[config.mk]
export PLATFORM = sky130hd
export DESIGN_NAME = command_frame_extractor_top
export DESIGN_NICKNAME = d
export VERILOG_FILES = /design/src/hdl/cfe_pkg.sv /design/src/hdl/cfe_ram.sv /design/src/hdl/cfe_ctrl.sv /design/src/hdl/command_frame_extractor_top.sv
export SDC_FILE = /design/constraint.sdc
export NUM_CORES = 1
export LEC_CHECK = 0
export BUFFER_PORTS_ARGS = -buffer_cell sky130_fd_sc_hd__clkbuf_2
export CAP_MARGIN = 20
export CORE_MARGIN = 10
export CORE_UTILIZATION = 62
export CTS_CLUSTER_SIZE = 40
export DETAILED_ROUTE_END_ITERATION = 8
export GPL_TIMING_DRIVEN = 1
export MAX_ROUTING_LAYER = met4
export PLACE_DENSITY = 0.79
export SLEW_MARGIN = 20
export SYNTH_ARGS = -nofsm -noshare
export SYNTH_HDL_FRONTEND = slang
export SYNTH_SLANG_ARGS = --single-unit
export TNS_END_PERCENT = 5
[constraint.sdc]
create_clock -name clk_i -period 4 [get_ports clk_i]
set_clock_uncertainty 0.15 [all_clocks]
set_input_delay 0.8 -clock clk_i [delete_from_list [all_inputs] [get_ports clk_i]]
set_output_delay 0.8 -clock clk_i [all_outputs]
set_load 0.01 [all_outputs]
[src/hdl/cfe_pkg.sv]
// shared constants and types for the command frame extractor
package cfe_pkg;

  localparam int unsigned BufferDepth = 64;
  localparam int unsigned HalfDepth   = BufferDepth / 2;
  localparam int unsigned AddrW       = $clog2(BufferDepth);
  localparam int unsigned CountW      = AddrW + 1;
  localparam int unsigned ByteW       = 8;
  localparam int unsigned CfgW        = 7;
  localparam int unsigned CmpW        = (CountW > CfgW) ? CountW : CfgW;

  localparam logic [ByteW-1:0] CtrlMax     = 8'h1F;
  localparam logic [ByteW-1:0] Terminator  = 8'h3B;
  localparam logic [CfgW-1:0]  MaxLenReset = 7'd64;

  typedef struct packed {
    logic             we;
    logic [AddrW-1:0] waddr;
    logic [ByteW-1:0] wdata;
    logic             re;
    logic [AddrW-1:0] raddr;
  } ram_req_t;

endpackage

[src/hdl/cfe_ram.sv]
// simple dual-port ram, one write and one registered read port
module cfe_ram #(
  parameter int unsigned Depth = 64,
  parameter int unsigned Width = 8
) (
  input  logic                     clk_i,
  input  logic                     we_i,
  input  logic [$clog2(Depth)-1:0] waddr_i,
  input  logic [Width-1:0]         wdata_i,
  input  logic                     re_i,
  input  logic [$clog2(Depth)-1:0] raddr_i,
  output logic [Width-1:0]         rdata_o
);

  logic [Width-1:0] mem [Depth];
  logic [Width-1:0] rdata_q;

  always_ff @(posedge clk_i) begin
    if (we_i) begin
      mem[waddr_i] <= wdata_i;
    end
  end

  always_ff @(posedge clk_i) begin
    if (re_i) begin
      rdata_q <= mem[raddr_i];
    end
  end

  assign rdata_o = rdata_q;

endmodule

[src/hdl/cfe_ctrl.sv]
// frame sequencer: store update on input, frame readout into the output register
module cfe_ctrl (
  input  logic                        clk_i,
  input  logic                        rst_ni,
  input  logic                        rx_valid_i,
  output logic                        rx_ready_o,
  input  logic [cfe_pkg::ByteW-1:0]   rx_byte_i,
  input  logic [cfe_pkg::CfgW-1:0]    max_len_i,
  output cfe_pkg::ram_req_t           ram_req_o,
  input  logic [cfe_pkg::ByteW-1:0]   ram_rdata_i,
  output logic                        frame_valid_o,
  input  logic                        frame_ready_i,
  output logic [cfe_pkg::ByteW-1:0]   frame_byte_o,
  output logic                        frame_last_o
);

  typedef enum logic [1:0] {
    S_IDLE,
    S_READ,
    S_SEND
  } state_e;

  state_e                       state_q;
  logic [cfe_pkg::AddrW-1:0]    head_q;
  logic [cfe_pkg::CountW-1:0]   count_q;
  logic [cfe_pkg::AddrW-1:0]    base_q;
  logic [cfe_pkg::CountW-1:0]   len_q;
  logic [cfe_pkg::CountW-1:0]   idx_q;
  logic                         out_valid_q;
  logic [cfe_pkg::ByteW-1:0]    out_byte_q;
  logic                         out_last_q;

  logic                         rx_fire;
  logic                         is_ctrl;
  logic                         is_term;
  logic                         full;
  logic [cfe_pkg::AddrW-1:0]    head_eff;
  logic [cfe_pkg::CountW-1:0]   count_eff;
  logic [cfe_pkg::CountW-1:0]   count_new;
  logic                         emit_ok;
  logic                         out_free;
  logic                         at_end;

  always_comb begin
    rx_fire   = rx_valid_i && (state_q == S_IDLE);
    is_ctrl   = rx_byte_i <= cfe_pkg::CtrlMax;
    is_term   = rx_byte_i == cfe_pkg::Terminator;
    full      = count_q >= cfe_pkg::CountW'(cfe_pkg::BufferDepth);
    head_eff  = full ? head_q + cfe_pkg::AddrW'(cfe_pkg::HalfDepth) : head_q;
    count_eff = full ? count_q - cfe_pkg::CountW'(cfe_pkg::HalfDepth) : count_q;
    count_new = count_eff + cfe_pkg::CountW'(1);
    emit_ok   = cfe_pkg::CmpW'(count_new) <= cfe_pkg::CmpW'(max_len_i);
    out_free  = !out_valid_q || frame_ready_i;
    at_end    = idx_q == len_q;

    ram_req_o.we    = rx_fire && !is_ctrl;
    ram_req_o.waddr = head_eff + count_eff[cfe_pkg::AddrW-1:0];
    ram_req_o.wdata = rx_byte_i;
    ram_req_o.re    = (state_q == S_READ) || ((state_q == S_SEND) && out_free && !at_end);
    ram_req_o.raddr = base_q + idx_q[cfe_pkg::AddrW-1:0];
  end

  assign rx_ready_o    = state_q == S_IDLE;
  assign frame_valid_o = out_valid_q;
  assign frame_byte_o  = out_byte_q;
  assign frame_last_o  = out_last_q;

  always_ff @(posedge clk_i or negedge rst_ni) begin
    if (!rst_ni) begin
      state_q     <= S_IDLE;
      head_q      <= '0;
      count_q     <= '0;
      base_q      <= '0;
      len_q       <= '0;
      idx_q       <= '0;
      out_valid_q <= 1'b0;
      out_byte_q  <= '0;
      out_last_q  <= 1'b0;
    end else begin
      if (out_valid_q && frame_ready_i && (state_q != S_SEND)) begin
        out_valid_q <= 1'b0;
      end
      case (state_q)
        S_IDLE: begin
          if (rx_fire && !is_ctrl) begin
            if (is_term) begin
              head_q  <= '0;
              count_q <= '0;
              if (emit_ok) begin
                base_q  <= head_eff;
                len_q   <= count_new;
                idx_q   <= '0;
                state_q <= S_READ;
              end
            end else begin
              head_q  <= head_eff;
              count_q <= count_new;
            end
          end
        end
        S_READ: begin
          idx_q   <= idx_q + cfe_pkg::CountW'(1);
          state_q <= S_SEND;
        end
        S_SEND: begin
          if (out_free) begin
            out_valid_q <= 1'b1;
            out_byte_q  <= ram_rdata_i;
            out_last_q  <= at_end;
            if (at_end) begin
              state_q <= S_IDLE;
            end else begin
              idx_q <= idx_q + cfe_pkg::CountW'(1);
            end
          end
        end
        default: begin
          state_q <= S_IDLE;
        end
      endcase
    end
  end

endmodule

[src/hdl/command_frame_extractor_top.sv]
// top level of the command frame extractor: config register, sequencer and byte store
//
//   channel  direction  signals                                   content
//   rx       in         rx_valid_i / rx_ready_o                   rx_byte_i
//   frame    out        frame_valid_o / frame_ready_i             frame_byte_o, frame_last_o
//   cfg      in         cfg_valid_i / cfg_ready_o                 max_frame_length_i
//
// a byte that ends no frame never stalls the rx side; the store is written in the accept cycle
// a ';' that releases a frame holds off the rx side until the last frame byte is loaded into
// the output register, set by the single read port of the byte store
// stalls on the frame side stretch the readout
// the output register lets the next request in while the last frame byte waits
// reset is asynchronous and active low; the store needs no clearing pass
module command_frame_extractor_top (
  input  logic                        clk_i,
  input  logic                        rst_ni,
  input  logic                        rx_valid_i,
  output logic                        rx_ready_o,
  input  logic [cfe_pkg::ByteW-1:0]   rx_byte_i,
  output logic                        frame_valid_o,
  input  logic                        frame_ready_i,
  output logic [cfe_pkg::ByteW-1:0]   frame_byte_o,
  output logic                        frame_last_o,
  input  logic                        cfg_valid_i,
  output logic                        cfg_ready_o,
  input  logic [cfe_pkg::CfgW-1:0]    max_frame_length_i
);

  logic [cfe_pkg::CfgW-1:0]  max_len_q;
  cfe_pkg::ram_req_t         ram_req;
  logic [cfe_pkg::ByteW-1:0] ram_rdata;

  assign cfg_ready_o = 1'b1;

  always_ff @(posedge clk_i or negedge rst_ni) begin
    if (!rst_ni) begin
      max_len_q <= cfe_pkg::MaxLenReset;
    end else if (cfg_valid_i) begin
      max_len_q <= max_frame_length_i;
    end
  end

  cfe_ctrl u_ctrl (
    .clk_i         (clk_i),
    .rst_ni        (rst_ni),
    .rx_valid_i    (rx_valid_i),
    .rx_ready_o    (rx_ready_o),
    .rx_byte_i     (rx_byte_i),
    .max_len_i     (max_len_q),
    .ram_req_o     (ram_req),
    .ram_rdata_i   (ram_rdata),
    .frame_valid_o (frame_valid_o),
    .frame_ready_i (frame_ready_i),
    .frame_byte_o  (frame_byte_o),
    .frame_last_o  (frame_last_o)
  );

  cfe_ram #(
    .Depth (cfe_pkg::BufferDepth),
    .Width (cfe_pkg::ByteW)
  ) u_ram (
    .clk_i   (clk_i),
    .we_i    (ram_req.we),
    .waddr_i (ram_req.waddr),
    .wdata_i (ram_req.wdata),
    .re_i    (ram_req.re),
    .raddr_i (ram_req.raddr),
    .rdata_o (ram_rdata)
  );

  // a byte that ends no frame never stalls the rx side
  assert property (@(posedge clk_i) disable iff (!rst_ni)
    (rx_valid_i && rx_ready_o && (rx_byte_i != cfe_pkg::Terminator)) |=> rx_ready_o)
    else $error("rx stalled after a non-terminator byte");

  // no request is taken while a frame is still being read out
  assert property (@(posedge clk_i) disable iff (!rst_ni)
    (frame_valid_o && !frame_last_o) |-> !rx_ready_o)
    else $error("rx accepted in the middle of a frame");

  // a stalled frame byte holds its value until taken
  assert property (@(posedge clk_i) disable iff (!rst_ni)
    (frame_valid_o && !frame_ready_i) |=>
      (frame_valid_o && $stable(frame_byte_o) && $stable(frame_last_o)))
    else $error("frame output changed while stalled");

  // the store is not written while a frame is read out
  assert property (@(posedge clk_i) disable iff (!rst_ni)
    ram_req.re |-> !ram_req.we)
    else $error("store written during readout");

endmodule
== Yosys cells after proc, flatten, opt, wreduce, memory -nomap -nowiden ==
Memories as Yosys holds them, arrays and structs flattened. A register that Yosys moved wholly into a read port is not among the register bits.
Index checks and enable logic that the tools add are counted.

* Flip-flop bits (word level): 52
* Memories kept: 1
* Output and inout bits: 12
* Input port bits: 20
* RAM bits: 512
* Word-level logic and storage cells: 70

* Eq/ne operators: 11
* Mux-type cells: 21
* Reductions and logical operators: 18
* Magnitude comparators: 3
* Add/sub/neg operators: 6

{| class="wikitable"
|+ Memory list
! memory !! words !! bits a word !! rd ports !! clocked after memory_dff !! wr ports !! RTL line !! source
|-
| u_ram.mem || 64 || 8 || 1 || 1 || 1 || cfe_ram.sv:15 || <nowiki>logic [Width-1:0] mem [Depth];</nowiki>
|}

{| class="wikitable"
|+ Operator list
! cell !! count
|-
| 7-bit two-way mux || 7
|-
| 7-bit case mux with 3 select lines || 1
|-
| 7-bit by 1-bit adder with 7-bit output (second input constant) || 2
|-
| 6-bit adder || 2
|-
| 6-bit two-way mux || 2
|-
| 2-bit two-way mux || 5
|-
| 2-bit by 1-bit != test with 1-bit output (second input constant) || 5
|-
| 8-bit by 6-bit == test with 1-bit output (second input constant) || 1
|-
| 8-bit by 5-bit <= comparator with 1-bit output (second input constant) || 1
|-
| 7-bit == test || 1
|-
| 7-bit >= comparator (second input constant) || 1
|-
| 7-bit <= comparator || 1
|-
| 7-bit by 6-bit subtractor with 7-bit output (second input constant) || 1
|-
| 6-bit adder (second input constant) || 1
|-
| 1-bit logical AND || 6
|-
| 2-bit case mux with 3 select lines || 1
|-
| 6-bit AND reduction || 1
|-
| 1-bit two-way mux || 5
|-
| 5-bit AND reduction || 1
|-
| 2-bit != test (second input constant) || 2
|-
| 2-bit AND reduction || 2
|-
| 4-bit AND reduction || 1
|-
| 1-bit zero test || 3
|-
| 3-bit nonzero test || 1
|-
| 4 further kinds || 5
|}

== Depth between registers and ports, before layout ==
Gate-level depths: netlist of the first run.

* Depth in word-level cells: 8
* Gate-level depth with buffers: 11
* Mapped depth without buffers: 10

== Modules after synthesis ==
A second synthesis of the first run with hierarchy kept.

* Cell total of the unflattened synthesis: 1154
* Area total of the unflattened synthesis: 22663.0 sq um

{| class="wikitable"
|+ By module, submodules not included
! module !! area an instance (sq um) !! instances !! cells each !! sequential area each (sq um)
|-
| cfe_ram || 20246.9 || 1 || 940 || 15615.0
|-
| cfe_ctrl || 2112.0 || 1 || 197 || 875.8
|-
| command_frame_extractor_top || 304.0 || 1 || 17 || 176.4
|}

== Least setup slack after synthesis of the first run ==
OpenSTA, ideal clock, no wires.

* Path type: reg-to-reg
* Start: reg u_ctrl.count_q[6] (netlist bit)
* End: reg u_ctrl.idx_q[0] (netlist bit)
* Library setup time: 0.125 ns
* Path buffers: 1
* Arrival time: 2.723 ns
* Data required time: 3.725 ns
* Stages on the path, launching flop included: 12
* Slack: 1.002 ns
* Clock period less this slack: 2.998 ns
* Cell sequence: dfrtp_1 ha_1 nand2_1 nor2_1 xor2_1 ha_1 nand4_1 or2_2 o211a_1 or3_1 buf_6 mux2_4

* Longest elaborated chain between the ends: 6
* Elaborated cells on any way between the ends: 7
* Classes of those cells: add/sub: 2; order compare: 2; eq/ne: 1; mux: 1; reduce/logical: 1

{| class="wikitable"
|+ Ends and longest elaborated chain
! element !! RTL line !! source
|-
| from (decl) || cfe_ctrl.sv:25 || <nowiki>logic [cfe_pkg::CountW-1:0] count_q;</nowiki>
|-
| from (signal assigned) || cfe_ctrl.sv:97 || <nowiki>count_q <= count_new;</nowiki>
|-
| 7-bit by 6-bit subtractor with 7-bit output / 7-bit >= comparator (equally long branches) || cfe_ctrl.sv:50, cfe_ctrl.sv:48 ||
|-
| 7-bit two-way mux (*) || cfe_ctrl.sv:50 || <nowiki>count_eff = full ? count_q - cfe_pkg::CountW'(cfe_pkg::HalfDepth) : count_q;</nowiki>
|-
| 7-bit by 1-bit adder with 7-bit output (*) || cfe_ctrl.sv:51 || <nowiki>count_new = count_eff + cfe_pkg::CountW'(1);</nowiki>
|-
| net u_ctrl.count_new (one bit) || cfe_ctrl.sv:39 || <nowiki>logic [cfe_pkg::CountW-1:0] count_new;</nowiki>
|-
| 7-bit <= comparator (*) || cfe_ctrl.sv:52 || <nowiki>emit_ok = cfe_pkg::CmpW'(count_new) <= cfe_pkg::CmpW'(max_len_i);</nowiki>
|-
| 2-bit by 1-bit != test with 1-bit output (no line) (*) || n/a ||
|-
| 6-bit AND reduction (no line) (*) || n/a ||
|-
| to (signal assigned) || cfe_ctrl.sv:102 || <nowiki>idx_q <= idx_q + cfe_pkg::CountW'(1);</nowiki>
|-
| to (signal assigned) || cfe_ctrl.sv:113 || <nowiki>idx_q <= idx_q + cfe_pkg::CountW'(1);</nowiki>
|-
| to (decl) || cfe_ctrl.sv:28 || <nowiki>logic [cfe_pkg::CountW-1:0] idx_q;</nowiki>
|}

Mark *: on every way through the listed nets, which the timed path passes. The rest lies on a longest branch.
A chain may end at the register's enable or synchronous reset.

== Worst setup path in the final report of the first run ==
* Start: reg u_ctrl.count_q[0] (netlist bit)
* End: reg u_ctrl.idx_q[0] (netlist bit)

The elaborated chain is that of the path after synthesis.

==> results of run 1 <==
layout make-up:
cell class                 count  area share
sequential                   562       0.676
inverter                      10     0.00152
clock inverter                35      0.0136
multi-input combinational    474       0.211
tap                          461      0.0234
timing repair buffer          66      0.0196
clock buffer                  61      0.0542
antenna                        1    0.000102
flip-flops by register name, summed over array words and instances (netlist names):
name	flops
u_ctrl.frame_byte_o	8
u_ram.rdata_o	8
u_ctrl.frame_valid_o	1
u_ram.mem	512
u_ctrl.len_q	7
u_ctrl.count_q	7
u_ctrl.idx_q	7
u_ctrl.head_q	1
u_ctrl.state_q	2
u_ctrl.frame_last_o	1
u_ctrl.base_q	1
max_len_q	7
metrics by stage:
| step | total power, W | setup slack [ns] | instances | area (um^2) |
|---|---|---|---|---|
| after floorplan | 0.00845 | 1.00 | 1100 | 22100 |
| final | 0.0141 | 0.506 | 1670 | 24700 |
| after CTS | 0.0141 | 0.561 | 1669 | 24600 |
| after detailed placement | 0.00934 | 0.586 | 1573 | 23000 |
| after global placement | 0.00928 | 0.643 | 1573 | 23000 |
| after global routing | 0.0146 | 0.319 | 1669 | 24600 |
worst reg2reg max path, cell delays in order (launching register included):
cell,delay [ns]
dfrtp_1,0.56
ha_1,0.29
nand3_1,0.14
nor2_1,0.17
xor2_1,0.30
ha_1,0.32
a21oi_1,0.15
o21ai_0,0.12
o211a_1,0.31
or3_1,0.53
mux2_4,0.34
metal layers:
layer	global-route usage	wire length (um)
met1	0.293	18200
met3	0.0602	4890
met4	0.0734	1490
met5	-	0
met2	0.351	23400
cells in the final DEF (no fill, tap or decap), types with 14 or more instances in the layout:
master and count:
a22o_1 15, clkbuf_16 52, ha_1 14, edfxtp_1 520
nor2_1 73, mux2_2 19, a22oi_1 37, mux4_2 128
o21ai_0 15, dfrtp_1 39, nand2_1 44, a221oi_1 15
buf_4 31, clkbuf_2 29
how the worst max path moves through the flow:
stage	startpoint	depth (start not counted)	slack (ns)	endpoint
global route	u_ctrl.count_q[0]$_DFFE_PN0P_	10	0.32	u_ctrl.idx_q[6]$_DFFE_PN0P_
floorplan	u_ctrl.count_q[6]$_DFFE_PN0P_	11	1.00	u_ctrl.idx_q[0]$_DFFE_PN0P_
detailed placement	u_ctrl.count_q[0]$_DFFE_PN0P_	10	0.59	u_ctrl.idx_q[6]$_DFFE_PN0P_
global placement	rx_byte_i[6]	5	0.64	u_ram.mem[30][0]$_DFFE_PP_
finish	u_ctrl.count_q[0]$_DFFE_PN0P_	10	0.51	u_ctrl.idx_q[0]$_DFFE_PN0P_
CTS	u_ctrl.count_q[0]$_DFFE_PN0P_	10	0.56	u_ctrl.idx_q[6]$_DFFE_PN0P_
power breakdown:
part / leakage (nW) / switching (W) / internal (W)
registers: 5.22 / 0.000231 / 0.00668
clock network: 0.818 / 0.00209 / 0.00278
logic: 1.85 / 0.00145 / 0.000910
total: 7.89 / 0.00377 / 0.0104
logic make-up after synthesis:
kind of cell / Yosys count
adders and majority gates: 14
xor gates and xnor gates: 17
and+or+nand+nor: 169
AOI/OAI and AO/OA: 124
muxes: 149
buffers and inverters: 64
other: 1
DFF: 562
==> impl_results.md, run 1 <==
* DR pass1 iterations at 5
* Simple-gate share of the synthesized area at 0.0348
* Number of global-route vias before repair at 11,500
* Total grt overflow at 0
* Post-synth top cells: 520 x edfxtp_1, 128 x mux4_2, 74 x nor2_1, 44 x nand2_1, 41 x dfrtp_1
* Area grow syn2layout at 11.3%
* Post-Syn Nets at about 1,100
* Hold_buf cts at 0
* Clock sinks at between 500 and 600
* Worst slew margin at 0.360
* Syn Area/Cell at 20.1 um^2
* Synth top area share at 0.705
* Final Cycle Share at 0.874
* Clock latency on the worst-skew pair at 0.58 ns
* Htree depth at 2
* CTS tree: yes
* Syn. warnings at 0
* Yosys cell types at 56
* CP startpoint kind: flip-flop
* Slew Viols, Final at 0
* Final Core Density at 0.696
* DR iter-0 viols at 1,464
* Num CTS Buffers at 52
* Outcome: finished, final reports clean
* Post-Synth Adder-Cell Area at 0.00791
* Number of flops mapped to enable cells by yosys at 520
* Largest family of logic cells by synthesized area: multiplexers
* Most used cell, CP: ha_1
* Power Density at about 570 mW/mm^2
* Pleak at a little under 8 nW
* CTS clock-pin slew for the worst setup and hold paths at 0.06 ns
* Largest net degree at the start of global routing at 65
* Worst Path Max Fanout at 10
* Die Wd at 209 um
* Arrival @ worst endpoint at 3.79 ns
* Compound-Gate Fraction of Synth Area at 0.0438
* CP Capture Type: flip-flop
* Worst Path Required at about 4.3 ns
* Total wire length at 48.0 mm
* CP delay by family, top: simple AND/OR/NAND/NOR gates
* Combined area of the multi-input logic cells at between 0.005 and 0.006 mm^2
* Clock Tree Root: clkbuf_16
* Worst reg-to-reg path cell count at 10
* Worst Tran Pin Value at 0.960 ns
* R2R setup slack at 0.51 ns
* Sequential-to-total area share from yosys stat at 0.753
* Critical path cell sequence: ha_1 -> nand3_1 -> nor2_1 -> xor2_1 -> ha_1 -> a21oi_1 -> o21ai_0 -> o211a_1 -> or3_1 -> mux2_4
* Die Height at 209 um
* Via-to-Cell Ratio at around 6.7
* Routed len/inst at between 20 and 30 um
* Number of synthesized register bits at 562
* Nets at 1,200
* Clock Tree Buf Depth at 3
* Core area at 0.0354 mm^2
* Final hold slack at 0.240 ns
* Crit path max-delay cell type: dfrtp_1
* Buf+Inv Stages, Crit Path at 0
* Synth Cell Area at 0.0221 mm^2
* Drt drc at 0
* Peak supply drop at 0.426 mV
* Post-Synth XOR/XNOR Area at 0.00672
* RSZ-0062 raised after global routing: no
* Asr flop ratio synth at 0.0747
* Post-CTS Resized at 0
* Die area at 0.0437 mm^2
* Count leader, synth: edfxtp_1
* Min cycle time layout at between 3 and 4 ns
* Layout cells sized above 1 at 0.257
* Max frequency at around 290 MHz
* Fillers at between 2,000 and 2,500
* Crit path largest cell delay at 0.56 ns
* Count of final setup violators at 0
* First-pass GRT wire length at 73.2 mm
* Mapped Cells at 1,100
* Setup_tns at 0 ns
* Worst Hold Class: in2async
* Mux share of post-synthesis cell area at 0.141
* Post-DP HPWL at 29.5 mm
* Ports at 32
* Antenna violations before repair at 0
* Critical path type: reg2reg
* DR vias at between 10,000 and 15,000
* Worst r2r src: u_ctrl.count_q[0]$_DFFE_PN0P_
* Synth area leaders: edfxtp_1 71%, mux4_2 13%, dfrtp_1 4.6%
* Worst r2r dst: u_ctrl.idx_q[0]$_DFFE_PN0P_
* Postcts setup bufs at 0
* Placer Congestion at about 0.9
* Yosys top cell by area: edfxtp_1
* Total global-route track usage at 0.228
* Initial Utilization at 0.626
* Max-cap check violation count at 0
* Port bufs at 30
* Top FF cell, synth: edfxtp_1
* FF+latch area at between 0.015 and 0.02 mm^2
* Core Rows at 69
* Final Hold Vio Count at 0
* Antenna-violating nets left at 0
Note: power is estimated with default switching activity, not from simulation.
==> run 2: changes to the inputs <==
Settings changed: HOLD_SLACK_MARGIN set to 0.12, MAX_ROUTING_LAYER met4 to unset.
==> run 2 against run 1 <==
Net effect:
- maximum frequency down 0.25%
- cell area barely moved
- setup slack got worse by 0.0087 ns
- first-iteration DRC count shrank 2.2%
- total power is essentially flat
- via count about the same
- global-route usage decreased by 0.63 points
- hold slack got worse by 0.012 ns
- register-to-register slack about the same
- critical endpoint unchanged
- highest routed layer unchanged
==> impl_results.md, run 2 (synthesis results as in run 1) <==
* Outcome: finished, final reports clean
* Core Rows at 69
* Worst Path Required at about 4.3 ns
* Hold_buf cts at 0
* Power Density at 574 mW/mm^2
* Combined area of the multi-input logic cells at 0.00521 mm^2
* Number of global-route vias before repair at 11,500
* DR vias at 11,100
* Total global-route track usage at 0.221
* Worst reg-to-reg path cell count at 10
* Routed len/inst at 28.7 um
* Crit path largest cell delay at around 0.56 ns
* Reg with most FFs: u_ram.mem
* Num CTS Buffers at 52
* R2R setup slack at approximately 0.50 ns
* Final Cycle Share at 0.876
* Pleak at 7.89 nW
* Postcts setup bufs at 0
* Crit path max-delay cell type: dfrtp_1
* Slew Viols, Final at 0
* Crit path from: u_ctrl.count_q[0]$_DFFE_PN0P_
* RSZ-0062 raised after global routing: no
* Worst Hold Class: in2async
* Antenna-violating nets left at 0
* Die Height at 209 um
* CP Capture Type: flip-flop
* Placer Congestion at 0.900
* Max FFs per register at between 500 and 600
* Most used cell, CP: ha_1
* Worst r2r dst: u_ctrl.idx_q[0]$_DFFE_PN0P_
* Total wire length at 48.0 mm
* Largest net degree at the start of global routing at 65
* Layout cells sized above 1 at 0.257
* Max-cap check violation count at 0
* Htree depth at 2
* Post-CTS Resized at 0
* Antenna violations before repair at 0
* Total grt overflow at 0
* Final Hold Vio Count at 0
* Critical path type: reg2reg
* Commonest non-fill, non-tap cell in the layout: edfxtp_1
* Worst r2r src: u_ctrl.count_q[0]$_DFFE_PN0P_
* Final Core Density at 0.696
* Worst slew margin at 0.367
* CTS clock-pin slew for the worst setup and hold paths at 0.06 ns
* Port bufs at 30
* Peak supply drop at 0.429 mV
* Worst Tran Pin Value at 0.947 ns
* First-pass GRT wire length at 73.2 mm
* DR iter-0 viols at 1,432
* Ports at 32
* Arrival @ worst endpoint at 3.80 ns
* Drt drc at 0
* Initial Utilization at 0.626
* Critical path cell sequence: ha_1 -> nand3_1 -> nor2_1 -> xor2_1 -> ha_1 -> a21oi_1 -> o21ai_0 -> o211a_1 -> or3_1 -> mux2_4
* Worst Path Max Fanout at 10
* CTS tree: yes
* Count of final setup violators at 0
* Nets at approximately 1,200
* Area grow syn2layout at 11.3%
* FF+latch area at 0.0167 mm^2
* Min cycle time layout at 3.50 ns
* Crit path to: u_ctrl.idx_q[0]$_DFFE_PN0P_
* Ant. Diodes at 0
* Via-to-Cell Ratio at between 6 and 7
* Post-DP HPWL at 29.5 mm
* Fillers at 2,077
* Clock Tree Root: clkbuf_16
* CP startpoint kind: flip-flop
* Clock Tree Buf Depth at 3
* Core area at 0.0354 mm^2
* Clock latency on the worst-skew pair at 0.58 ns
* Clock sinks at ~560
* Max frequency at ~290 MHz
* DR pass1 iterations at 5
* Most frequent cells in the layout: 520 x edfxtp_1, 128 x mux4_2, 73 x nor2_1, 52 x clkbuf_16, 44 x nand2_1
* Die area at ~0.044 mm^2
* Die Wd at 209 um
* Setup_tns at 0 ns
run 2: cell count changes in the layout (fill, tap and decap cells not counted), sizes merged:
cell | previous run | this run
diode | 1 | 0
run 2: worst min path at each step:
stage	slack, ns	from	to
floorplan	0.31	u_ram.rdata_o[0]$_DFFE_PP_	u_ctrl.frame_byte_o[0]$_DFFE_PN0P_
global placement	0.32	u_ram.rdata_o[5]$_DFFE_PP_	u_ctrl.frame_byte_o[5]$_DFFE_PN0P_
detailed placement	0.32	u_ram.rdata_o[5]$_DFFE_PP_	u_ctrl.frame_byte_o[5]$_DFFE_PN0P_
CTS	0.28	rst_ni	max_len_q[1]$_DFFE_PN0P_
global route	0.29	rst_ni	u_ctrl.frame_byte_o[7]$_DFFE_PN0P_
finish	0.23	rst_ni	max_len_q[1]$_DFFE_PN0P_
run 2: where the power goes:
part	leakage [nW]	internal [W]	switching, W
Clock	0.818	0.00278	0.00210
Sequential	5.22	0.00668	0.000230
Combinational	1.85	0.000910	0.00145
run 2: final cells by class:
class / count / area share
Clock inverter: 35 / 0.0136
Sequential cell: 562 / 0.676
Multi-Input combinational cell: 474 / 0.211
Inverter: 10 / 0.00152
Clock buffer: 61 / 0.0542
Tap cell: 461 / 0.0234
Timing Repair Buffer: 66 / 0.0196
run 2: stage by stage:
| stage | power (W) | setup WS, ns | instances | hold slack [ns] | area, um^2 |
|---|---|---|---|---|---|
| floorplan | 0.00845 | 1.00 | 1100 | 0.305 | 22100 |
| global placement | 0.00928 | 0.643 | 1573 | 0.317 | 23000 |
| detailed placement | 0.00934 | 0.586 | 1573 | 0.322 | 23000 |
| CTS | 0.0141 | 0.561 | 1669 | 0.276 | 24600 |
| global route | 0.0146 | 0.319 | 1669 | 0.289 | 24600 |
| finish | 0.0141 | 0.497 | 1669 | 0.229 | 24600 |
run 2: critical path, delay by kind of cell (launching register included):
kind / cells / cell delay, ns
multiplexers: 1 / 0.33
flip-flops: 1 / 0.56
AND/OR/NAND/NOR: 3 / 0.84
adder cells (fa/ha/maj): 2 / 0.61
AO/OA/AOI/OAI: 3 / 0.58
XOR/XNOR: 1 / 0.32
run 2: metal layers:
metal / wire [um] / track usage / share of wire / up-vias
met4: 1440 / 0.0710 / 0.030 / 0
met5: 0 / 0 / 0 / -
met3: 4610 / 0.0602 / 0.096 / 105
li1: - / - / - / 4669
met1: 18700 / 0.296 / 0.39 / 5755
met2: 23300 / 0.350 / 0.49 / 612
==> run 3: changes to the inputs <==
Clock period 4 ns to 3.7 ns, I/O delays scaled along.
==> run 3 against run 2 <==
Net effect:
- combinational power grew 11%
- sequential power grew 7.2%
- register-to-register slack got worse by 0.11 ns
- cell area up 0.33%
- count of clock-buffer cells in the layout rose by 11
- flip-flop and latch count is the same
- maximum frequency rose by 5.7%
- setup slack got worse by 0.11 ns
- sequential share of layout area fell by 0.22 points
- via count increased by 1.9%
- first-iteration DRC count shrank 6.8%
- critical endpoint is now u_ctrl.idx_q[6]$_DFFE_PN0P_
- largest power group unchanged
- highest routed layer is now met5
==> impl_results.md, run 3 (synthesis results as in run 1) <==
* Outcome: finished, final reports clean
* Worst reg-to-reg path cell count at 10
* Core area at 0.0354 mm^2
* CP startpoint kind: flip-flop
* Worst r2r src: u_ctrl.count_q[1]$_DFFE_PN0P_
* Worst Path Max Fanout at 8
* Crit path from: u_ctrl.count_q[1]$_DFFE_PN0P_
* Clock Tree Buf Depth at 3
* Power Density at 618 mW/mm^2
* RSZ-0062 raised after global routing: no
* Pleak at approximately 8 nW
* Max frequency at between 300 and 400 MHz
* Power Total at between 0.015 and 0.02 W
* Worst slew margin at 0.380
* GRT Max-Usage Layer: met2
* Most frequent cells in the layout: 520 x edfxtp_1, 128 x mux4_2, 73 x nor2_1, 54 x clkbuf_16, 46 x buf_4
* DR pass1 iterations at 5
* Fillers at 2,056
* Crit path to: u_ctrl.idx_q[6]$_DFFE_PN0P_
* R2R setup slack at 0.38 ns
* Count of final setup violators at 0
* Number of global-route vias before repair at 11,500
* Antenna violations before repair at 1
* Post-DP HPWL at 29.9 mm
* Commonest non-fill, non-tap cell in the layout: edfxtp_1
* Total global-route track usage at 0.224
* Clock latency on the worst-skew pair at 0.58 ns
* Setup WS post-layout at between 0.3 and 0.4 ns
* Core Rows at roughly 70
* Initial Utilization at 0.626
* Die Height at 209 um
* Die Wd at roughly 210 um
* Critical path type: reg2reg
* Ports at 32
* Port bufs at 30
* Setup_tns at 0 ns
* Min cycle time layout at 3.32 ns
* Worst Tran Pin Value at 0.928 ns
* First-pass GRT wire length at 74.2 mm
* Total wire length at 48.5 mm
* Antenna-violating nets left at 0
* Max FFs per register at between 500 and 600
* Post-CTS Resized at 0
* Worst Path Required at around 4 ns
* Layout cells sized above 1 at 0.263
* CTS tree: yes
* Final hold slack at 0.231 ns
* Reg with most FFs: u_ram.mem
* Grt met2 use at 0.351
* Largest net degree at the start of global routing at 65
* CTS clock-pin slew for the worst setup and hold paths at 0.07 ns
* Num CTS Buffers at 52
* Final Hold Vio Count at 0
* Worst r2r dst: u_ctrl.idx_q[6]$_DFFE_PN0P_
* Area grow syn2layout at 11.7%
* Routed len/inst at ~29 um
* GR Util met3 at 0.0480
* Placer Congestion at 0.888
* Drt drc at 0
* Total grt overflow at 0
* CP Capture Type: flip-flop
* DR vias at ~11,000
* Htree depth at 2
* Ant. Diodes at 0
* Max-cap check violation count at 0
* Die area at 0.0437 mm^2
* Arrival @ worst endpoint at 3.62 ns
* Clock Tree Root: clkbuf_16
* Nets at 1,213
* Met1 usage at 0.307
* Via-to-Cell Ratio at between 6 and 7
* Worst Hold Class: in2reg
* Final Cycle Share at 0.896
* Slew Viols, Final at 0
* Peak supply drop at around 0.42 mV
* WHS Path Cells at 3
* Pre-CTS WS at 0.436 ns
* Clock sinks at 562
* DR iter-0 viols at 1,334
==> run 3: cell count changes in the layout (fill, tap and decap cells not counted), sizes merged <==
| cell | delta |
|---|---|
| clkinvlp | -1 |
| inv | +1 |
| buf | +12 |
| bufinv | -2 |
| clkinv | -7 |
| clkbuf | +11 |
| dlygate4sd3 | +1 |
==> run 3: report_power, final <==
part / switching, W / leakage (nW) / internal [W] / total (W)
sequential: 0.000185 / 5.22 / 0.00722 / 0.00741
clock: 0.00224 / 0.820 / 0.00300 / 0.00524
combinational: 0.00164 / 1.91 / 0.000994 / 0.00263
total: 0.00406 / 7.95 / 0.0112 / 0.0153
==> run 3: timing repair <==
item	4_1_cts	5_1_grt
hold buffers	0	1
buffers inserted	0	0
hold endpoints to repair	0	41
==> run 3: metal layers <==
metal | up-vias | part of all wire
li1 | 4708 | -
met1 | 5892 | 0.39
met2 | 642 | 0.48
met3 | 111 | 0.10
met4 | 2 | 0.033
met5 | - | 0.00025
==> run 3: final cells by class <==
cell class                 instances  area (um^2)  share of cell area
clock inverter                    26          234             0.00946
sequential                       562        16700               0.674
timing repair buffer              79          561              0.0227
tap                              461          577              0.0233
multi-input combinational        474         5210               0.211
inverter                          10         37.5             0.00152
clock buffer                      72         1440              0.0582
==> run 3: how the worst min path moves through the flow <==
stage | to | startpoint | slack (ns)
after floorplan | max_len_q[0]$_DFFE_PN0P_ | rst_ni | 0.29
after global placement | u_ctrl.frame_byte_o[6]$_DFFE_PN0P_ | u_ram.rdata_o[6]$_DFFE_PP_ | 0.31
after detailed placement | u_ctrl.frame_byte_o[4]$_DFFE_PN0P_ | u_ram.rdata_o[4]$_DFFE_PP_ | 0.31
after CTS | max_len_q[6]$_DFFE_PN1P_ | max_frame_length_i[6] | 0.21
after global routing | max_len_q[4]$_DFFE_PN0P_ | max_frame_length_i[4] | 0.24
final | max_len_q[6]$_DFFE_PN1P_ | max_frame_length_i[6] | 0.23
==> run 3: metrics by stage <==
stage,cell area [um^2],instances,utilization
2_1_floorplan,22100,1100,-
3_3_place_gp,23000,1585,0.651
3_5_place_dp,23000,1585,0.651
4_1_cts,24700,1683,0.698
5_1_grt,24700,1684,0.699
6_report,24700,1684,0.699
==> run 3: worst max-delay path, cell delays in order, from the launching register on <==
cell	delay, ns
dfrtp_1	0.47
ha_1	0.27
nand3_1	0.14
nor2_1	0.16
xor2_1	0.25
ha_1	0.31
a21oi_1	0.13
o21ai_0	0.13
o211a_1	0.32
or3_1	0.53
a211o_1	0.34
